## config.mk

```make
export PLATFORM = sky130hd
export DESIGN_NAME = audio_bitcrusher
export DESIGN_NICKNAME = d
export VERILOG_FILES = /design/src/sv/abcr_pkg.sv /design/src/sv/abcr_dp.sv /design/src/sv/abcr_ctrl.sv /design/src/sv/audio_bitcrusher.sv
export SDC_FILE = /design/constraint.sdc
export NUM_CORES = 2
export LEC_CHECK = 0
export BUFFER_PORTS_ARGS = -buffer_cell sky130_fd_sc_hd__buf_2
export CORE_ASPECT_RATIO = 1.75
export CORE_MARGIN = 8
export CORE_UTILIZATION = 55
export CTS_CLUSTER_DIAMETER = 50
export DETAILED_ROUTE_END_ITERATION = 12
export GPL_ROUTABILITY_DRIVEN = 0
export PLACE_DENSITY = 0.76
export SLEW_MARGIN = 20
export SYNTH_ARGS = -nofsm -noshare
export SYNTH_HDL_FRONTEND = slang
export SYNTH_SLANG_ARGS = --single-unit
```

## constraint.sdc

```tcl
create_clock -name clk -period 10.17 [get_ports clk]
set_input_delay 1.5255 -clock clk [delete_from_list [all_inputs] [get_ports clk]]
set_output_delay 1.5255 -clock clk [all_outputs]
set_load 0.01 [all_outputs]
```

## src/sv/abcr_pkg.sv

```systemverilog
// ----------------------------------------------------------------------------
// abcr_pkg
// Shared types and constants of the audio bitcrusher: register indexes,
// fixed field widths and the command bundle from controller to datapath.
// ----------------------------------------------------------------------------
package abcr_pkg;

	localparam int SAMPLE_W  = 16;
	localparam int LEVEL_W   = 17;
	localparam int STEPS_W   = 16;
	localparam int HOLD_W    = 6;
	localparam int GAIN_W    = 16;
	localparam int DIV_STEPS = 16;
	localparam int DIV_CNT_W = 4;

	localparam logic [HOLD_W-1:0]       MAX_HOLD   = 6'd32;
	localparam logic signed [32:0]      HALF_SCALE = 33'sd16384;
	localparam logic [SAMPLE_W-1:0]     POS_MAX    = 16'h7FFF;
	localparam logic [SAMPLE_W-1:0]     NEG_MIN    = 16'h8000;
	localparam logic [SAMPLE_W-1:0]     NEG_LIMIT  = 16'h8000;

	localparam logic [STEPS_W-1:0] QUANT_STEPS_RST = 16'd7;
	localparam logic [HOLD_W-1:0]  HOLD_FACTOR_RST = 6'd8;
	localparam logic [GAIN_W-1:0]  OUTPUT_GAIN_RST = 16'd16384;

	typedef enum logic [1:0] {
		REG_QUANT_STEPS = 2'd0,
		REG_HOLD_FACTOR = 2'd1,
		REG_OUTPUT_GAIN = 2'd2
	} abcr_reg_t;

	typedef struct packed {
		logic capture;
		logic level;
		logic gain;
		logic scale;
		logic check;
		logic div_step;
		logic load_out;
	} abcr_cmd_t;

endpackage

```

## src/sv/abcr_dp.sv

```systemverilog
// ----------------------------------------------------------------------------
// abcr_dp
// Datapath: quantizer multiply, hold counter and held level, gain multiply,
// 32767 scaling, a radix-2 restoring divider by the step count and saturation.
// ----------------------------------------------------------------------------
module abcr_dp (
	input  logic                                 clk,
	input  logic                                 arst_n,
	input  abcr_pkg::abcr_cmd_t                  cmd,
	input  logic signed [abcr_pkg::SAMPLE_W-1:0] sample_in,
	input  logic [abcr_pkg::STEPS_W-1:0]         quant_steps,
	input  logic [abcr_pkg::HOLD_W-1:0]          hold_factor,
	input  logic [abcr_pkg::GAIN_W-1:0]          output_gain,
	output logic signed [abcr_pkg::SAMPLE_W-1:0] sample_out
);

	logic signed [32:0]                   prod_q;
	logic signed [32:0]                   round_sum;
	logic signed [abcr_pkg::LEVEL_W-1:0]  level;
	logic [abcr_pkg::HOLD_W-1:0]          factor;
	logic [abcr_pkg::HOLD_W-1:0]          cnt_inc;
	logic [abcr_pkg::HOLD_W-1:0]          hold_count_q;
	logic signed [abcr_pkg::LEVEL_W-1:0]  held_level_q;
	logic [abcr_pkg::LEVEL_W-1:0]         mag;
	logic                                 neg_q;
	logic [31:0]                          gprod_q;
	logic [46:0]                          scaled;
	logic [32:0]                          num_q;
	logic [16:0]                          rem_q;
	logic [16:0]                          trial;
	logic [16:0]                          steps_ext;
	logic [15:0]                          low_q;
	logic [15:0]                          quo_q;
	logic                                 sat_q;
	logic [16:0]                          quo_neg;
	logic [abcr_pkg::SAMPLE_W-1:0]        result;
	logic [abcr_pkg::SAMPLE_W-1:0]        sample_out_q;

	// floor((s*steps + 16384) / 32768)
	assign round_sum = prod_q + abcr_pkg::HALF_SCALE;
	assign level     = round_sum[31:15];

	assign factor  = (hold_factor > abcr_pkg::MAX_HOLD) ? abcr_pkg::MAX_HOLD : hold_factor;
	assign cnt_inc = hold_count_q + 6'd1;

	assign mag       = held_level_q[16] ? (~held_level_q + 17'd1) : held_level_q;
	assign scaled    = {gprod_q, 15'b0} - {15'b0, gprod_q};
	assign steps_ext = {1'b0, quant_steps};
	assign trial     = {rem_q[15:0], low_q[15]};
	assign quo_neg   = 17'd0 - {1'b0, quo_q};

	always_ff @(posedge clk) begin
		if (cmd.capture) begin
			prod_q <= $signed(sample_in) * $signed({1'b0, quant_steps});
		end
	end

	// held level and hold counter are architectural state
	always_ff @(posedge clk or negedge arst_n) begin
		if (!arst_n) begin
			held_level_q <= '0;
			hold_count_q <= '0;
		end else if (cmd.level) begin
			if (cnt_inc >= factor) begin
				held_level_q <= level;
				hold_count_q <= '0;
			end else begin
				hold_count_q <= cnt_inc;
			end
		end
	end

	always_ff @(posedge clk) begin
		if (cmd.gain) begin
			neg_q   <= held_level_q[16];
			gprod_q <= mag[15:0] * output_gain;
		end
		if (cmd.scale) begin
			// times 32767, then drop the 2^14 of the unity gain
			num_q <= scaled[46:14];
		end
		if (cmd.check) begin
			rem_q <= num_q[32:16];
			low_q <= num_q[15:0];
			quo_q <= '0;
			sat_q <= (num_q[32:16] >= steps_ext);
		end else if (cmd.div_step) begin
			low_q <= {low_q[14:0], 1'b0};
			if (trial >= steps_ext) begin
				rem_q <= trial - steps_ext;
				quo_q <= {quo_q[14:0], 1'b1};
			end else begin
				rem_q <= trial;
				quo_q <= {quo_q[14:0], 1'b0};
			end
		end
		if (cmd.load_out) begin
			sample_out_q <= result;
		end
	end

	always_comb begin
		if (quant_steps == '0) begin
			result = '0;
		end else if (!neg_q) begin
			result = (sat_q || quo_q[15]) ? abcr_pkg::POS_MAX : quo_q;
		end else if (sat_q || (quo_q > abcr_pkg::NEG_LIMIT)) begin
			result = abcr_pkg::NEG_MIN;
		end else begin
			result = quo_neg[15:0];
		end
	end

	assign sample_out = sample_out_q;

endmodule

```

## src/sv/abcr_ctrl.sv

```systemverilog
// ----------------------------------------------------------------------------
// abcr_ctrl
// Controller: sequences one sample through the datapath and owns the input
// ready and the output valid.
// ----------------------------------------------------------------------------
module abcr_ctrl (
	input  logic                clk,
	input  logic                arst_n,
	input  logic                in_valid,
	output logic                in_ready,
	output logic                out_valid,
	input  logic                out_ready,
	output abcr_pkg::abcr_cmd_t cmd
);

	typedef enum logic [6:0] {
		ST_IDLE  = 7'b0000001,
		ST_LEVEL = 7'b0000010,
		ST_GAIN  = 7'b0000100,
		ST_SCALE = 7'b0001000,
		ST_CHECK = 7'b0010000,
		ST_DIV   = 7'b0100000,
		ST_FIN   = 7'b1000000
	} state_t;

	state_t                           state_q;
	state_t                           state_d;
	logic [abcr_pkg::DIV_CNT_W-1:0]   div_cnt_q;
	logic                             out_valid_q;
	logic                             out_free;

	assign out_free = !out_valid_q || out_ready;

	always_comb begin
		state_d  = state_q;
		cmd      = '0;
		in_ready = 1'b0;
		case (state_q)
			ST_IDLE: begin
				in_ready = 1'b1;
				if (in_valid) begin
					cmd.capture = 1'b1;
					state_d     = ST_LEVEL;
				end
			end
			ST_LEVEL: begin
				cmd.level = 1'b1;
				state_d   = ST_GAIN;
			end
			ST_GAIN: begin
				cmd.gain = 1'b1;
				state_d  = ST_SCALE;
			end
			ST_SCALE: begin
				cmd.scale = 1'b1;
				state_d   = ST_CHECK;
			end
			ST_CHECK: begin
				cmd.check = 1'b1;
				state_d   = ST_DIV;
			end
			ST_DIV: begin
				cmd.div_step = 1'b1;
				if (div_cnt_q == '0) begin
					state_d = ST_FIN;
				end
			end
			ST_FIN: begin
				// wait here while the previous result is still unclaimed
				if (out_free) begin
					cmd.load_out = 1'b1;
					state_d      = ST_IDLE;
				end
			end
			default: begin
				state_d = ST_IDLE;
			end
		endcase
	end

	always_ff @(posedge clk or negedge arst_n) begin
		if (!arst_n) begin
			state_q     <= ST_IDLE;
			div_cnt_q   <= '0;
			out_valid_q <= 1'b0;
		end else begin
			state_q <= state_d;
			if (cmd.check) begin
				div_cnt_q <= abcr_pkg::DIV_CNT_W'(abcr_pkg::DIV_STEPS - 1);
			end else if (cmd.div_step) begin
				div_cnt_q <= div_cnt_q - 1'b1;
			end
			if (cmd.load_out) begin
				out_valid_q <= 1'b1;
			end else if (out_ready) begin
				out_valid_q <= 1'b0;
			end
		end
	end

	assign out_valid = out_valid_q;

endmodule

```

## src/sv/audio_bitcrusher.sv

```systemverilog
// ----------------------------------------------------------------------------
// audio_bitcrusher
// Bit-depth and sample-rate reduction: quantize, hold, apply gain, saturate.
// ----------------------------------------------------------------------------
// sequence: the sample passes LEVEL, GAIN, SCALE, CHECK, DIV and FIN; out_valid rises once FIN loads it
// a new sample is accepted only in IDLE, after the 16 divider steps and the load in FIN
// the next sample is taken while the last result waits in the output register
// reset: held level and hold count clear, registers return to 7 / 8 / 16384
module audio_bitcrusher (
	input  logic                                 clk,
	input  logic                                 arst_n,
	input  logic                                 in_valid,
	output logic                                 in_ready,
	input  logic signed [abcr_pkg::SAMPLE_W-1:0] sample_in,
	output logic                                 out_valid,
	input  logic                                 out_ready,
	output logic signed [abcr_pkg::SAMPLE_W-1:0] sample_out,
	input  logic                                 cfg_we,
	input  logic [1:0]                           cfg_idx,
	input  logic [abcr_pkg::STEPS_W-1:0]         cfg_data
);

	logic [abcr_pkg::STEPS_W-1:0] quant_steps_q;
	logic [abcr_pkg::HOLD_W-1:0]  hold_factor_q;
	logic [abcr_pkg::GAIN_W-1:0]  output_gain_q;
	abcr_pkg::abcr_cmd_t          cmd;

	always_ff @(posedge clk or negedge arst_n) begin
		if (!arst_n) begin
			quant_steps_q <= abcr_pkg::QUANT_STEPS_RST;
			hold_factor_q <= abcr_pkg::HOLD_FACTOR_RST;
			output_gain_q <= abcr_pkg::OUTPUT_GAIN_RST;
		end else if (cfg_we) begin
			case (cfg_idx)
				abcr_pkg::REG_QUANT_STEPS: quant_steps_q <= cfg_data;
				abcr_pkg::REG_HOLD_FACTOR: hold_factor_q <= cfg_data[abcr_pkg::HOLD_W-1:0];
				abcr_pkg::REG_OUTPUT_GAIN: output_gain_q <= cfg_data;
				default: begin
				end
			endcase
		end
	end

	abcr_ctrl u_ctrl (
		.clk       (clk),
		.arst_n    (arst_n),
		.in_valid  (in_valid),
		.in_ready  (in_ready),
		.out_valid (out_valid),
		.out_ready (out_ready),
		.cmd       (cmd)
	);

	abcr_dp u_dp (
		.clk         (clk),
		.arst_n      (arst_n),
		.cmd         (cmd),
		.sample_in   (sample_in),
		.quant_steps (quant_steps_q),
		.hold_factor (hold_factor_q),
		.output_gain (output_gain_q),
		.sample_out  (sample_out)
	);

	// one sample in flight: no new transaction right after one is taken
	a_no_back_to_back: assert property (@(posedge clk) disable iff (!arst_n)
		(in_valid && in_ready) |=> !in_ready)
		else $error("input taken twice in a row");

	// a result only appears after the controller loaded it
	a_out_from_load: assert property (@(posedge clk) disable iff (!arst_n)
		$rose(out_valid) |-> $past(cmd.load_out))
		else $error("out_valid rose without a load");

	// zero steps at load time gives silence; checked against the current step count
	a_zero_steps: assert property (@(posedge clk) disable iff (!arst_n)
		(out_valid && (quant_steps_q == '0)) |-> (sample_out == '0))
		else $error("nonzero output with zero steps");

endmodule
```

### Yosys cells after proc, flatten, opt, wreduce, memory -nomap -nowiden

Cells that the tools add are included.

| word-level totals | value |
|---|---|
| register bits after elaboration | 236 |
| output and inout port bits | 18 |
| word-level logic and storage cells | 88 |

| cells by class | value |
|---|---|
| $add $sub $neg | 7 |
| $mul | 2 |
| order comparisons | 5 |
| equal/unequal tests | 12 |
| multiplexer cells | 30 |
| bitwise operators | 1 |
| reduce and logical (&&, ||, !) cells | 14 |

Operators by type and width:

| cell | count |
|---|---|
| two-way mux 16 bit | 9 |
| case mux 7 bit (7 select lines) | 1 |
| subtractor 47 x 32 -> 47 bit | 1 |
| >= comparator 17 x 16 -> 1 bit | 2 |
| adder 32 x 16 -> 32 bit, second input constant | 1 |
| multiplier 16 x 16 -> 32 bit | 1 |
| multiplier 16 x 17 -> 32 bit | 1 |
| two-way mux 7 bit | 3 |
| adder 16 x 1 -> 16 bit, second input constant | 1 |
| greater-than comparator 16 bit, second input constant | 1 |
| zero test 16 bit | 1 |
| NOT 16 bit | 1 |
| subtractor 1 x 16 -> 16 bit, first input constant | 1 |
| subtractor 16 bit | 1 |
| two-way mux 1 bit | 13 |
| two-way mux 6 bit | 2 |
| two-way mux 4 bit | 2 |
| AND reduction 2 bit | 4 |
| == test 7 x 1 -> 1 bit, second input constant | 1 |
| == test 7 x 2 -> 1 bit, second input constant | 1 |
| == test 7 x 3 -> 1 bit, second input constant | 1 |
| == test 7 x 4 -> 1 bit, second input constant | 1 |
| == test 7 x 5 -> 1 bit, second input constant | 1 |
| == test 7 x 6 -> 1 bit, second input constant | 1 |
| other kinds (15) | 19 |

### Logic depth before layout (Yosys ltp)

| depth | value |
|---|---|
| depth after elaboration | 5 |
| gate-level depth with buffers | 29 |
| depth with buffers taken out | 28 |

### Modules after synthesis

Synthesis repeated with hierarchy kept, for this count alone.

| second synthesis, totals | value |
|---|---|
| cell total of the unflattened synthesis | 2,932 |
| area total of the unflattened synthesis | 28,354.7 µm² |

Modules (own cells, without submodules):

| module | times used | cells each | area an instance (µm²) | sequential area each (µm²) |
|---|---|---|---|---|
| abcr_dp | 1 | 2,771 | 26,207.6 | 4,889.7 |
| audio_bitcrusher | 1 | 81 | 1,445.1 | 957.2 |
| abcr_ctrl | 1 | 80 | 701.9 | 301.5 |

### Worst setup path after synthesis

No wires, ideal clock.

| timing | value |
|---|---|
| kind | reg2reg |
| start point | register u_dp.held_level_q[0] in the netlist's numbering |
| end point | register u_dp.gprod_q[24], data pin |
| library setup time | 266 ps |
| data arrival time | 7,126 ps |
| required time | 9,904 ps |
| setup slack | 2,779 ps |
| cell stages (with the launch flop) | 26 |
| path buffers | 1 |
| cell sequence | dfrtp_1 inv_1 ha_1 nand2_1 or3_1 or4_1 o21ai_0 xnor2_1 buf_2 nand2_1 fa_1 fa_1 fa_1 fa_1 inv_1 fa_1 fa_1 ha_1 a21oi_1 o21ai_0 or3_1 o211ai_1 o2111ai_1 a2111oi_0 nor3_1 xor2_1 |

| between the ends | value |
|---|---|
| longest elaborated chain between the ends | 4 |

Ends and longest elaborated chain:

| element | RTL line | source |
|---|---|---|
| from (decl) | abcr_dp.sv:23 | `logic signed [abcr_pkg::LEVEL_W-1:0] held_level_q;` |
| from (signal assigned) | abcr_dp.sv:65 | `held_level_q <= level;` |
| NOT 16 bit | abcr_dp.sv:46 | `assign mag = held_level_q[16] ? (~held_level_q + 17'd1) : held_level_q;` |
| adder 16 x 1 -> 16 bit | abcr_dp.sv:46 |  |
| two-way mux 16 bit * | abcr_dp.sv:46 |  |
| multiplier 16 x 16 -> 32 bit * | abcr_dp.sv:76 | `gprod_q <= mag[15:0] * output_gain;` |
| to (signal assigned) | abcr_dp.sv:76 |  |
| to (decl) | abcr_dp.sv:26 | `logic [31:0] gprod_q;` |

Every way passes the cells marked *; elsewhere a longest branch is shown, timed or not.
A chain may end at the register's enable or synchronous reset.

### Final worst setup path

Ends and elaborated chain as after synthesis.

==> key figures <==
Status
  • Run status: complete, no violations

Global routing
  • Grt met3 use: 3.12%
  • GRT overflow: 0
  • Pin count of the biggest net entering global routing: between 70 and 80
  • Grt peak-use layer: met2
  • Met2 Usage GRT: between 40% and 50%
  • Initial antenna violation count: 1
  • First-pass GRT wire length: about 120000 um
  • Global Route Usage Sum: 25.4%
  • Global-route met1 utilization: about a quarter
  • Number of global-route vias before repair: 23600

STA
  • Setup tns final: 0 ns
  • Endpoints failing hold: 0
  • Period utilization: ~83%
  • Setup violators final: 0
  • Min cycle time layout: 8.43 ns
  • Pins Over Slew Limit: 0
  • Max-slew headroom: 30.3%
  • Worst clock skew: 0.0292 ns
  • Fmax: 119 MHz
  • Measured slew at the worst slew-check pin: 1.04 ns
  • RSZ-0062 raised after global routing: no

Clock network
  • H-tree levels: 1
  • CTS Hold Bufs: 0
  • Number of buffers created by CTS: 25
  • Maximum buffer depth of the clock tree: 3
  • Root Driver: clkbuf_16
  • Post-cts sizing count: 0
  • Clk sink count: 222
  • Reg clk slew, reported paths: 0.07 ns
  • Post-CTS Setup Bufs: 0
  • CTS tree: done
  • Clk_lat worst skew: 0.57 ns

Placed design
  • Input/output buffers: 56
  • Detailed Place HPWL: approximately 58000 um

Critical path
  • Terminus of the critical flop-to-flop path: u_dp.gprod_q[24]
  • Worst path slowest cell: dfrtp_1
  • CP most frequent cell: fa_1
  • CP Class: reg -> reg
  • Critical path's top delay family: adder cells
  • Type of origin of the critical path: flop
  • Worst Path Required: 10.46 ns
  • Slowest stage delay, CP: 0.60 ns
  • Critical Path AT: 8.72 ns
  • CP max FO: 17
  • R2r setup slk: 1.74 ns
  • Crit end category: flop
  • Reg-to-Reg Start: u_dp.held_level_q[0]
  • R2R depth: 25
  • Buf/Inv on CP: 3

Synthesis
  • Yosys top cell by area: fa_1
  • Post-Syn Nets: 3663
  • Post-synth EDFFs: 133
  • Mean Syn Cell Area: 9.52 um2
  • Synth Register Bits: 222
  • Synthesized area: 0.0281 mm2
  • Cells after Synth: between 2000 and 3000
  • Top-count cell post-synth: inv_1
  • Fraction of registers with async set/reset: 32.9%
  • Synth cell count leaders: 500 x inv_1, 437 x nand2_1, 388 x fa_1
  • Sequential-to-total area share from yosys stat: 21.8%
  • Synth Flop Type: edfxtp_1
  • Yosys cell types: 79
  • Synth top area cells: fa_1 28%, edfxtp_1 14%, ha_1 12%
  • Synth Warn #: 0
  • Area share of the largest cell type after synthesis: between 20% and 30%

Worst hold path
  • Hold EP: hold_factor_q[0]
  • Worst Hold Class: reg -> reg
  • Worst hold stages: 1
  • HP Start: hold_factor_q[0]

Detailed routing
  • Routed len/inst: about 20 um
  • Residual DRC: 0
  • Antenna viol nets, final: 0
  • Drt pass-1 iters: 6
  • Routed vias: 21400
  • Drt via density: 5.89
  • DRT Wirelength: 73200 um
  • DR iter-0 viols: 1282

Run
  • Max_cap viols: 0

Floorplan
  • Die W: 187 um
  • Die H: between 300 and 400 um
  • Core Region: 0.0506 mm2
  • Initial Utilization: 55.6%
  • Full die area: 0.0590 mm2
  • Row Count: 109
  • Top Ports: 57

Layout
  • Number of diodes: 0
  • Area growth, synth to finish: 6.24%
  • Share of layout cells above drive strength 1: 6.42%
  • Fin nets: approximately 3700
-- flip-flops by register name (all words and copies together) (netlist names) --
register and count:
u_ctrl.state_q 7, hold_factor_q 6, u_dp.quo_q 16, output_gain_q 16
u_dp.gprod_q 32, u_dp.prod_q 18, u_dp.hold_count_q 6, u_dp.held_level_q 17
u_dp.sat_q 1, u_dp.low_q 16, u_dp.rem_q 16, u_ctrl.out_valid 1
u_dp.neg_q 1, u_dp.num_q 33, quant_steps_q 16, u_ctrl.div_cnt_q 4
u_dp.sample_out 16
-- area by class of cell --
| cell class | count | area (um2) |
|---|---|---|
| Fill cell | 4237 | 20700 |
| Clock buffer | 28 | 637 |
| Timing Repair Buffer | 81 | 470 |
| Sequential cell | 222 | 6150 |
| Clock inverter | 17 | 210 |
| Tap cell | 666 | 833 |
| Multi-Input combinational cell | 2125 | 19700 |
| Inverter | 501 | 1880 |
-- worst register-to-register path, cell delays in order (launching register included) --
cell and delay [ns]:
dfrtp_1 0.60, inv_1 0.19, ha_1 0.18, nand2_1 0.07
or3_1 0.35, or4_1 0.47, o21ai_0 0.23, xnor2_1 0.15
buf_4 0.25, nand2_1 0.12, fa_1 0.55, fa_1 0.59
fa_1 0.45, fa_1 0.55, inv_1 0.06, fa_1 0.53
fa_1 0.43, ha_1 0.37, a21oi_1 0.15, o21ai_0 0.13
or3_1 0.35, o211ai_1 0.28, o2111ai_1 0.26, a2111oi_0 0.53
nor3_1 0.15, xor2_1 0.18
-- placed cells by master (no fill, tap or decap), types with 7 or more instances in the layout --
| cell type | count |
|---|---|
| nand2b_1 | 17 |
| o31ai_1 | 9 |
| nand3_1 | 25 |
| clkbuf_16 | 25 |
| ha_1 | 278 |
| or3_1 | 7 |
| and3_1 | 10 |
| buf_2 | 55 |
| dfxtp_1 | 16 |
| nor2_1 | 97 |
| a21oi_1 | 98 |
| nor4_1 | 11 |
| a22o_1 | 14 |
| o21a_1 | 11 |
| nor2b_1 | 14 |
| xor2_1 | 35 |
| o21bai_1 | 12 |
| nor3_1 | 29 |
| a21o_1 | 50 |
| a211oi_1 | 18 |
| nand4_1 | 18 |
| dfrtp_1 | 67 |
| fa_1 | 388 |
| and2_1 | 228 |
| nand2_1 | 437 |
| edfxtp_1 | 133 |
| o21ai_0 | 82 |
| xnor2_1 | 89 |
| buf_4 | 26 |
| mux2i_1 | 13 |
| inv_1 | 500 |
| mux2_2 | 33 |
-- worst max-delay path by stage --
| stage | start | endpoint | slack, ns | depth (start not counted) |
|---|---|---|---|---|
| 4_1_cts | u_dp.held_level_q[0] | u_dp.gprod_q[24] | 1.84 | 25 |
| 3_5_place_dp | u_dp.held_level_q[0] | u_dp.gprod_q[24] | 1.88 | 25 |
| 5_1_grt | u_dp.held_level_q[0] | u_dp.gprod_q[24] | 1.46 | 25 |
| 6_report | u_dp.held_level_q[0] | u_dp.gprod_q[24] | 1.74 | 25 |
| 3_3_place_gp | u_dp.held_level_q[0] | u_dp.gprod_q[24] | 2.01 | 25 |
| 2_1_floorplan | u_dp.held_level_q[0] | u_dp.gprod_q[24] | 2.78 | 25 |
-- through the flow --
step	area [um2]	worst slack, ns	util [%]	cells	hold slack [ns]
finish	29900	1.74	59.1	3640	0.498
global route	29900	1.46	59.1	3640	0.526
CTS	29900	1.84	59.1	3640	0.500
detailed placement	29000	1.88	57.4	3595	0.485
global placement	29000	2.01	57.4	3595	0.482
floorplan	28100	2.78	-	2958	0.468
-- cells by family (layout without fill, tap and decap cells) --
| family | after synthesis | after routing | synth area share [%] |
|---|---|---|---|
| and+or+nand+nor | 937 | 937 | 16.2 |
| adders and majority gates | 666 | 666 | 40.0 |
| buffers and inverters | 611 | 627 | 8.19 |
| AOI/OAI and AO/OA | 352 | 352 | 8.16 |
| DFF | 222 | 222 | 21.8 |
| xor gates and xnor gates | 124 | 124 | 3.86 |
| muxes | 46 | 46 | 1.78 |
-- routing by layer --
layer  share of wire [%]  up-vias
li1                    -     9442
met1                  33    10700
met2                  51      883
met3                 5.3      378
met4                  11        0
met5                   0        -
Power is left out: the tool's default activity adds up to more than one toggle a clock period on the data nets, which glitch-free logic cannot reach.
